$ cat config.mk
export PLATFORM = sky130hd
export DESIGN_NAME = nhrc_queue
export DESIGN_NICKNAME = d
export VERILOG_FILES = /design/src/nhrc_pkg.sv /design/src/nhrc_queue.sv
export SDC_FILE = /design/constraint.sdc
export NUM_CORES = 1
export LEC_CHECK = 0
export BUFFER_PORTS_ARGS = -buffer_cell sky130_fd_sc_hd__buf_4
export CORE_MARGIN = 1.5
export CORE_UTILIZATION = 30
export DETAILED_ROUTE_END_ITERATION = 8
export GPL_TIMING_DRIVEN = 0
export SLEW_MARGIN = 20
export SYNTH_ARGS = -nofsm -noshare
export SYNTH_HDL_FRONTEND = slang
export SYNTH_SLANG_ARGS = --single-unit
$ cat constraint.sdc
create_clock -name clk -period 14.1 [get_ports clk]
set_input_delay 2.115 -clock clk [delete_from_list [all_inputs] [get_ports clk]]
set_output_delay 2.115 -clock clk [all_outputs]
set_load 0.02 [all_outputs]
$ cat src/nhrc_pkg.sv
`default_nettype none
package nhrc_pkg;

  localparam int MAX_SURFACES = 8;
  localparam int FRAC_BITS    = 24;
  localparam int SLOT_W       = $clog2(MAX_SURFACES);
  localparam int CNT_W        = 4;
  localparam int QUEUE_DEPTH  = 2;
  localparam int QPTR_W       = $clog2(QUEUE_DEPTH);
  localparam int QCNT_W       = $clog2(QUEUE_DEPTH + 1);

  // hit threshold, 1e-5 in fixed point
  localparam longint EPS_Q = ((64'sd1 <<< FRAC_BITS) + 50000) / 100000;

  // square root radicand width (even) and divider quotient width
  localparam int RW = 2 * ((32 + FRAC_BITS + 1) / 2);
  localparam int QW = 32 + FRAC_BITS;
  localparam int DCNT_W = $clog2(QW + 1);

  // surface kinds
  localparam logic SK_SPHERE = 1'b0;
  localparam logic SK_PLANE  = 1'b1;

  // plane axis codes
  localparam logic [1:0] AX_X = 2'd0;
  localparam logic [1:0] AX_Y = 2'd1;
  localparam logic [1:0] AX_Z = 2'd2;

  typedef enum logic {IT_LOAD, IT_RAY} item_kind_t;

  typedef struct packed {
    item_kind_t         kind;
    logic [2:0]         slot;
    logic               skind;
    logic signed [31:0] px;
    logic signed [31:0] py;
    logic signed [31:0] pz;
    logic signed [31:0] dx;
    logic signed [31:0] dy;
    logic signed [31:0] dz;
    logic signed [31:0] size;
    logic [1:0]         axis;
  } item_t;

  typedef enum logic [2:0] {
    BS_IDLE, BS_FETCH, BS_MUL, BS_ACC, BS_SQRT, BS_ROOT, BS_DIV, BS_PICK
  } bk_state_t;

  // saturate a wide signed value to 32 bits
  function automatic logic signed [31:0] sat_q(input logic signed [63:0] v);
    logic signed [31:0] r;
    if (v > 64'sd2147483647) r = 32'sh7fffffff;
    else if (v < -64'sd2147483648) r = 32'sh80000000;
    else r = v[31:0];
    return r;
  endfunction

endpackage
`default_nettype wire

$ cat src/nhrc_queue.sv
`default_nettype none
module nhrc_queue (
  input  wire logic            clk,
  input  wire logic            rst_n,
  input  wire logic            push,
  input  nhrc_pkg::item_t      wr_item,
  input  wire logic            pop,
  output logic                 full,
  output logic                 valid,
  output nhrc_pkg::item_t      rd_item
);

  nhrc_pkg::item_t                 ent_r [nhrc_pkg::QUEUE_DEPTH];
  logic [nhrc_pkg::QPTR_W-1:0]     wr_ptr_r;
  logic [nhrc_pkg::QPTR_W-1:0]     rd_ptr_r;
  logic [nhrc_pkg::QCNT_W-1:0]     cnt_r;
  logic                            do_pop;

  assign full    = (cnt_r == nhrc_pkg::QCNT_W'(nhrc_pkg::QUEUE_DEPTH));
  assign valid   = (cnt_r != '0);
  assign rd_item = ent_r[rd_ptr_r];
  assign do_pop  = pop && valid;

  // entry storage
  always_ff @(posedge clk) begin
    if (push) begin
      ent_r[wr_ptr_r] <= wr_item;
    end
  end

  // pointers and fill level
  always_ff @(posedge clk) begin
    if (!rst_n) begin
      wr_ptr_r <= '0;
      rd_ptr_r <= '0;
      cnt_r    <= '0;
    end else begin
      if (push) wr_ptr_r <= wr_ptr_r + 1'b1;
      if (do_pop) rd_ptr_r <= rd_ptr_r + 1'b1;
      if (push && !do_pop) cnt_r <= cnt_r + 1'b1;
      else if (!push && do_pop) cnt_r <= cnt_r - 1'b1;
    end
  end

endmodule
`default_nettype wire

==> impl_metrics.csv <==
group,metric,value,unit
die,start_util,30.5,%
sta,hold_viol_final,0,
sta,setup_ws,9.97,ns
global_routing,grt_pass1_wl,56.8,mm
cells_and_area,final_cell_mix,"467 x buf_4, 462 x edfxtp_1, 190 x mux2_4",
synthesis,synthCells,741,
die,chipHeight,246,µm
global_routing,grt_usage,12.5,%
power_and_ir_drop,p_sw_share,28.0,%
synthesis,synthesis.nets,977,
synthesis,muxShareOfSynthArea,18.7,%
synthesis,synth-compound-area-share,0.141,%
flow_run,max_cap_violations,0,
global_routing,overflow,0,
power_and_ir_drop,power_density,170,nW/µm²
setup_path,slowest_stage,"dfxtp_1",
route,drt_first_pass_iters,4,
synthesis,synth_top_family_by_area,"multiplexers",
setup_path,endpoint_kind,"output port",
route,ant_nets,0,
sta,timing.fmax,242,MHz
setup_path,critPathMaxStageDelay,0.32,ns
clock_network,cts_tree,"yes",
sta,fin_crit,4.13,ns
placement,placed_area,22600,µm²
placement,dp_slack,10.14,ns
synthesis,synth_area_per_cell,23.9,µm²
cells_and_area,n_antenna_cell,0,
die,ios,468,
power_and_ir_drop,p_int,2.94,mW
synthesis,syn_area,17700,µm²
setup_path,cp_max_fo,10,
die,fp.coreArea,58000,µm²
setup_path,path_delay_family,"buffers and inverters",
clock_network,clk_path_buf_depth,3,
global_routing,grt_max_degree,50,
run_status,outcome,"finished clean",
sta,tns,0,ns
cells_and_area,num-fill-cells,5219,
global_routing,grt_pass1_vias,9217,
clock_network,cts_max_level,2,
synthesis,synthTopCellsByArea,"edfxtp_1 78%, mux2_4 16%, mux2_2 2.6%, buf_8 0.85%, buf_6 0.70%",
global_routing,antenna_found_initial,2,
cells_and_area,layout_commonest_cell,"buf_4",
sta,fin_crit_sh,29.3,%
sta,rsz0062_at_grt,"false",
synthesis,synth_xor_area_share,0.148,%
setup_path,worstSetupPathType,"flip-flop to output port",
setup_path,path_cells,"buf_6 -> buf_6 -> buf_6 -> mux2_4 -> buf_4",
power_and_ir_drop,pwr-share-comb,31.2,%
clock_network,post_cts_resized,0,
synthesis,synth_fa_ha_area_share,0.0706,%
clock_network,path_clk_slew,0.06,ns
power_and_ir_drop,p_switching,1.15,mW
sta,slew_headroom,61.3,%
placement,hpwlAfterDp,27.8,mm
synthesis,netlist-cell-type-count,19,
setup_path,crit_top_cell,"buf_6",
clock_network,clkLatencyLatePin,0.56,ns
clock_network,post-cts-setup-buffers,0,
clock_network,root_buffer,"clkbuf_16",
die,die_area,60500,µm²
die,row_count,88,
sta,slew_violations,0,
synthesis,synthSimpleGateAreaFrac,0.318,%
route,route.detailed.wl_per_inst,19.0,µm
clock_network,holdBufCountCts,0,
route,routed_wl,39.3,mm
placement,io_buffer_count,467,
cells_and_area,post-route-util,41.4,%
cells_and_area,syn_to_final_growth,35.4,%
setup_path,cp.required,11.98,ns
route,vias,8720,
power_and_ir_drop,clkPwrFrac,28.9,%
power_and_ir_drop,power.leakage,9.21,nW
clock_network,numCtsBuffers,49,
synthesis,ys_ff_latch,467,
synthesis,yosys_warnings,0,
sta,skew,0.0148,ns
synthesis,ys_seq_area_share,78.8,%
setup_path,cp-start-kind,"flip-flop",
cells_and_area,stdcell_area,24000,µm²
cells_and_area,nets,1511,
route,via_per_inst,4.22,
placement,gp_congestion,0.734,
setup_path,crit_buf_inv,4,
cells_and_area,drive_above_1_share,61.4,%
sta,tightest_slew,0.579,ns
synthesis,synth_top_area_cell,"edfxtp_1",
clock_network,cts_sinks,467,
setup_path,timing.critical_path.arrival,2.01,ns
route,dr.first_iter.drc_count,286,
power_and_ir_drop,peakVddDrop,0.000114,V
die,die_x,246,µm
synthesis,yosysTopAreaCellShare,78.3,%
sta,setup_viol,0,
power_and_ir_drop,sequentialPowerShare,39.9,%
worst_hold_path,hold_class,"flip-flop to flip-flop",
route,drc,0,
power groups by stage:
stage	Clock [mW]	Sequential, mW	Combinational, mW
6_report	1.18	1.63	1.27
5_1_grt	1.27	1.64	1.35
4_1_cts	1.22	1.63	1.30
3_5_place_dp	0	1.66	1.30
3_3_place_gp	0	1.69	1.28
2_1_floorplan	0	1.68	0.816
Yosys cell counts:
library cell and instances:
edfxtp_1 462, mux2_4 190, mux2_2 41, buf_6 11, buf_8 10, dfxtp_1 5
and2_1 4, buf_2 4, nor2b_1 3, xnor2_1 2, a21boi_1 1, buf_12 1
ha_1 1, o21a_1 1, o21ai_0 1, o21ai_1 1, or2_2 1, or3_1 1
xor2_1 1
final timing paths:
| path | from | slack (ns) | endpoint | cells after the start |
|---|---|---|---|---|
| max | flip-flop | 9.97 | rd_item[143] | 5 |
| min | cnt_r[1]$_SDFFE_PN0P_ | 0.52 | cnt_r[1]$_SDFFE_PN0P_ | 2 |
| max reg2reg | wr_ptr_r$_SDFFE_PN0P_ | 11.98 | ent_r[1][124]$_DFFE_PP_ | 4 |
| min reg2reg | cnt_r[1]$_SDFFE_PN0P_ | 0.52 | cnt_r[1]$_SDFFE_PN0P_ | 2 |
metal layers:
layer	track usage [%]	up-vias	share of wire, %
met1	14.0	4320	38
met3	5.48	55	10
met4	3.25	4	1.6
met2	21.6	324	50
li1	-	4017	-
met5	0	-	0.066
kinds of logic after synthesis:
logic type               Yosys count
XOR/XNOR                           3
adder cells (fa/ha/maj)            1
AND/OR/NAND/NOR                    9
multiplexers                     231
flip-flops                       467
buffers and inverters             26
AO/OA/AOI/OAI                      4
tightest hold or removal path, cell delays in order (launching register included):
cell and delay [ns]:
dfxtp_1 0.34, o21ai_0 0.08, a21boi_1 0.06
flip-flops by register name (all words and copies together) (netlist names), named ones only:
name / cells
cnt_r: 2
rd_ptr_r: 1
wr_ptr_r: 1
ent_r: 462
through the flow:
| step | instances | hold slack [ns] | total power, mW |
|---|---|---|---|
| floorplan | 741 | 0.474 | 2.49 |
| global placement | 1973 | 0.511 | 2.98 |
| detailed placement | 1989 | 0.508 | 2.96 |
| CTS | 2067 | 0.520 | 4.16 |
| global route | 2067 | 0.546 | 4.26 |
| finish | 2067 | 0.519 | 4.08 |
cell type report:
cell class | count | area [µm²] | share of cell area (%)
well taps | 765 | 957 | 3.99
clock inverters | 19 | 159 | 0.662
multi-input cells | 248 | 3440 | 14.4
repair buffers | 483 | 3890 | 16.2
clock buffers | 59 | 1260 | 5.27
plain buffers | 26 | 314 | 1.31
flip-flops and latches | 467 | 14000 | 58.2
Power figures use the tool's default switching activity.
