===== config.mk =====
export PLATFORM = sky130hd
export DESIGN_NAME = nhrc_front
export DESIGN_NICKNAME = d
export VERILOG_FILES = /design/src/nhrc_pkg.sv /design/src/nhrc_front.sv
export SDC_FILE = /design/constraint.sdc
export NUM_CORES = 1
export LEC_CHECK = 0
export BUFFER_PORTS_ARGS = -buffer_cell sky130_fd_sc_hd__clkbuf_2
export CORE_AREA = 2 2 183 185
export CTS_CLUSTER_DIAMETER = 60
export DETAILED_ROUTE_END_ITERATION = 12
export DIE_AREA = 0 0 185 187
export PLACE_DENSITY = 0.38
export SLEW_MARGIN = 15
export SYNTH_ARGS = -nofsm -noshare
export SYNTH_HDL_FRONTEND = slang
export SYNTH_SLANG_ARGS = --single-unit

===== constraint.sdc =====
create_clock -name clk -period 1 [get_ports clk]
set_clock_uncertainty 0.1 [all_clocks]
set_input_delay 0.1 -clock clk [delete_from_list [all_inputs] [get_ports clk]]
set_output_delay 0.1 -clock clk [all_outputs]
set_load 0.05 [all_outputs]

===== src/nhrc_pkg.sv =====
`default_nettype none
package nhrc_pkg;

  localparam int MAX_SURFACES = 8;
  localparam int FRAC_BITS    = 24;
  localparam int SLOT_W       = $clog2(MAX_SURFACES);
  localparam int CNT_W        = 4;
  localparam int QUEUE_DEPTH  = 2;
  localparam int QPTR_W       = $clog2(QUEUE_DEPTH);
  localparam int QCNT_W       = $clog2(QUEUE_DEPTH + 1);

  // hit threshold, 1e-5 in fixed point
  localparam longint EPS_Q = ((64'sd1 <<< FRAC_BITS) + 50000) / 100000;

  // square root radicand width (even) and divider quotient width
  localparam int RW = 2 * ((32 + FRAC_BITS + 1) / 2);
  localparam int QW = 32 + FRAC_BITS;
  localparam int DCNT_W = $clog2(QW + 1);

  // surface kinds
  localparam logic SK_SPHERE = 1'b0;
  localparam logic SK_PLANE  = 1'b1;

  // plane axis codes
  localparam logic [1:0] AX_X = 2'd0;
  localparam logic [1:0] AX_Y = 2'd1;
  localparam logic [1:0] AX_Z = 2'd2;

  typedef enum logic {IT_LOAD, IT_RAY} item_kind_t;

  typedef struct packed {
    item_kind_t         kind;
    logic [2:0]         slot;
    logic               skind;
    logic signed [31:0] px;
    logic signed [31:0] py;
    logic signed [31:0] pz;
    logic signed [31:0] dx;
    logic signed [31:0] dy;
    logic signed [31:0] dz;
    logic signed [31:0] size;
    logic [1:0]         axis;
  } item_t;

  typedef enum logic [2:0] {
    BS_IDLE, BS_FETCH, BS_MUL, BS_ACC, BS_SQRT, BS_ROOT, BS_DIV, BS_PICK
  } bk_state_t;

  // saturate a wide signed value to 32 bits
  function automatic logic signed [31:0] sat_q(input logic signed [63:0] v);
    logic signed [31:0] r;
    if (v > 64'sd2147483647) r = 32'sh7fffffff;
    else if (v < -64'sd2147483648) r = 32'sh80000000;
    else r = v[31:0];
    return r;
  endfunction

endpackage
`default_nettype wire


===== src/nhrc_front.sv =====
`default_nettype none
module nhrc_front (
  input  wire logic                       clk,
  input  wire logic                       rst_n,
  input  wire logic                       start,
  input  wire logic                       in_op,
  input  wire logic [2:0]                 in_slot,
  input  wire logic                       in_kind,
  input  wire logic signed [31:0]         in_pos_x,
  input  wire logic signed [31:0]         in_pos_y,
  input  wire logic signed [31:0]         in_pos_z,
  input  wire logic signed [31:0]         in_dir_x,
  input  wire logic signed [31:0]         in_dir_y,
  input  wire logic signed [31:0]         in_dir_z,
  input  wire logic signed [31:0]         in_size_value,
  input  wire logic [1:0]                 in_plane_axis_in,
  input  wire logic                       cfg_we,
  input  wire logic [3:0]                 cfg_wdata,
  input  wire logic                       q_full,
  output logic                            busy,
  output logic                            push,
  output nhrc_pkg::item_t                 item,
  output logic [nhrc_pkg::CNT_W-1:0]      count_n
);

  logic [nhrc_pkg::CNT_W-1:0] cnt_r;

  // surface count register
  always_ff @(posedge clk) begin
    if (!rst_n) begin
      cnt_r <= '0;
    end else if (cfg_we) begin
      cnt_r <= cfg_wdata;
    end
  end

  // clamp to table size
  assign count_n = (cnt_r > nhrc_pkg::CNT_W'(nhrc_pkg::MAX_SURFACES)) ?
                   nhrc_pkg::CNT_W'(nhrc_pkg::MAX_SURFACES) : cnt_r;

  // accept while the queue has room
  assign busy = q_full;
  assign push = start && !q_full;

  // classify the transfer and pack it
  always_comb begin
    item.kind  = in_op ? nhrc_pkg::IT_RAY : nhrc_pkg::IT_LOAD;
    item.slot  = in_slot;
    item.skind = in_kind;
    item.px    = in_pos_x;
    item.py    = in_pos_y;
    item.pz    = in_pos_z;
    item.dx    = in_dir_x;
    item.dy    = in_dir_y;
    item.dz    = in_dir_z;
    item.size  = in_size_value;
    item.axis  = in_plane_axis_in;
  end

endmodule
`default_nettype wire


==> summary.txt <==
Routing
  • Drt pass-1 iters: 2
  • Vias: 583
  • Routed wl met2: 2380 um
  • Antenna Nets Post-Route: 0
  • WL final: 6130 um
  • Wire per inst: 12.7 um
  • Top sig layer: met4
  • Post-Route M1 WL: 770 um
  • # DRC: 0
  • Met3 layer wire length in the routed design: 1750 um
  • DRT iter0 DRCs: 23
  • DR vias/cell: 1.21

Clock network
  • Worst-Skew Late Latency: 0.22 ns
  • H-tree Lvls: 1
  • Max clock buf depth: 2
  • # hold bufs at CTS: 0
  • Setup bufs post-CTS: 0
  • CTS buffer count: 3
  • Root Buffer: clkbuf_16
  • Register clock-pin slew on the reported worst setup and hold paths: 0.03 ns
  • CTS tree: done
  • # clock sinks: 4

Layout
  • Non-Filler Instances: 481
  • Largest register FFs: 4
  • Largest regs: cnt_r (4)
  • Biggest register: cnt_r
  • Most frequent cells in the layout: clkbuf_2 (10), mux2i_1 (4), nor2b_1 (4)
  • Antenna cells: 0
  • Post-layout nets: 275
  • Share of layout cells above drive strength 1: 69.7%
  • Final core occ: 2.87%
  • Synthesis-to-layout area growth: -51.1%
  • Commonest non-fill, non-tap cell in the layout: clkbuf_2

Synthesis
  • Post-Syn Instances: 250
  • Top cells by area, synth: buf_4 (90%), dfxtp_1 (4.2%), nor2b_1 (2.6%), mux2i_1 (2.1%), buf_6 (0.58%)
  • Area leader, netlist: buf_4
  • Cell variety after synth: 6
  • Post-synthesis sequential area ratio: 4.16%
  • Post-synth top area share: 90.4%
  • Syn nets: 490
  • Synthesized area: 1930 um2
  • YS warnings: 0
  • Yosys reg bits: 4
  • Average size of a mapped cell: 7.71 um2

Worst setup path
  • Crit-path max cell delay: 0.37 ns
  • Delay-heaviest family, CP: flip-flops
  • Critical path class: flip-flop to primary output
  • Capturing point of the worst reg2reg path: cnt_r[3]$_SDFFE_PN0P_
  • Critical Path RT: 0.80 ns
  • R2R Setup Slk: 0.22 ns
  • Critical path startpoint category: flip-flop
  • Worst EP arrival: 0.87 ns
  • Reg2Reg Depth: 2
  • CP cell instances: nor2b_4 > buf_8
  • R2r startpoint: cnt_r[3]$_SDFFE_PN0P_
  • Slowest cell on crit path: dfxtp_4
  • Worst path bufs/invs: 1
  • Critical Path End Type: primary output
  • Crit Path Max Fanout: 5

Floorplanning
  • Core Area: 32,900 um2
  • # IOs: 477
  • Width of the die: 185 um
  • Initial Util: 5.86%
  • Die H: 187 um
  • Die area: 34,600 um2
  • Rows: 67

Pwr
  • Sequential share of power: 19.4%
  • Pleak: 0.190 nW
  • Sw Share: 20.6%
  • Clock power frac: 66.3%
  • Int Pwr: 0.740 mW
  • Sw power: 0.193 mW
  • Maximum vdd drop: 0.000796 V
  • Cell Pwr Density: 990 nW/um2
  • Combinational fraction of design power: 14.3%

Timing
  • Final setup fails: 3
  • Unrepaired setup endpoints after global routing: true
  • Max-slew violations: 0
  • Slew margin rel.: 81.3%
  • Setup_tns: -0.207 ns
  • Fmax: 0.933 GHz
  • Final Hold Viols: 0
  • Final WS setup: -0.0724 ns
  • Tcrit/Tclk final: 107%
  • Worst-Margin Slew: 0.281 ns
  • WHS: 0.0491 ns
  • Post-layout min period: 1.07 ns

Placement
  • Worst slack at placement: 0.0666 ns
  • Global placement routability congestion: 0.536
  • PortBufs: 14
  • Placed insts: 478
  • Detail Placement HPWL: 5090 um

Min path
  • WHS Path Cells: 3
  • Hold Crit Class: input port to flip-flop
  • Hold Path Sink: cnt_r[3]$_SDFFE_PN0P_
  • Min-delay src: cfg_wdata[3]

Global routing
  • First-pass GRT wire length: 6970 um
  • Antenna violations before repair: 0
  • Pin count of the biggest net entering global routing: 6
  • Vias in the first global route: 750
  • GRT Total Usage: 3.12%
  • GRT overflow: 0

Flow run
  • Max_cap viols: 0

Outcome
  • Status: finished, violations left
  • Failing checks: setup timing
synth_stat cells, drive strengths merged:
master,count
mux2i,4
dfxtp,4
clkbuf,1
buf,233
nor2b,8
power groups by stage:
stage	logic, mW	registers [mW]	clock network [mW]
after floorplan	2.57	0.177	0
after global placement	0.108	0.178	0
after detailed placement	0.107	0.179	0
after CTS	0.121	0.178	0.630
after global routing	0.142	0.183	0.643
final	0.133	0.181	0.618
per-layer routing:
metal	vias to the layer above	GRT usage, %
met5	-	0
met4	0	6.35
met3	136	3.23
met2	215	4.16
met1	146	1.19
li1	86	-
stage by stage:
stage	area (um2)	power (mW)
6_report	942	0.933
5_1_grt	942	0.968
4_1_cts	911	0.929
3_5_place_dp	803	0.285
3_3_place_gp	803	0.286
2_1_floorplan	1930	2.75
worst max path at each step:
stage	startpoint	end	slack [ns]	cells past startpoint
4_1_cts	cnt_r[1]$_SDFFE_PN0P_	count_n[1]	-0.1	2
6_report	cnt_r[3]$_SDFFE_PN0P_	count_n[0]	-0.07	2
5_1_grt	cnt_r[3]$_SDFFE_PN0P_	count_n[0]	-0.1	2
2_1_floorplan	cnt_r[3]$_SDFFE_PN0P_	count_n[0]	-0.22	1
3_5_place_dp	cnt_r[3]$_SDFFE_PN0P_	count_n[2]	0.07	2
3_3_place_gp	cnt_r[3]$_SDFFE_PN0P_	count_n[2]	0.05	2
layout make-up:
type	instances	area (um2)
Tap cell	448	561
Sequential cell	4	85.1
Multi-Input combinational cell	12	115
Fill cell	3978	31900
Clock buffer	3	75.1
Timing Repair Buffer	14	106
cells by family (layout without fill, tap and decap cells):
family | Yosys count | count (layout) | share of synthesized area [%]
AND/OR/NAND/NOR | 8 | 8 | 2.60
buffers and inverters | 234 | 17 | 91.2
flip-flops | 4 | 4 | 4.16
multiplexers | 4 | 4 | 2.08
worst reg2reg max path, delay by kind of cell (launching register included):
| kind | cells | cell delay, ns |
|---|---|---|
| mux | 1 | 0.14 |
| simple gates | 1 | 0.06 |
| flops | 1 | 0.37 |
what timing repair did:
action,CTS,global route
gates resized for setup,9,12
pin swaps,0,0
endpoints found under the setup margin,4,4
No activity file was read; power rests on OpenSTA's default activity.
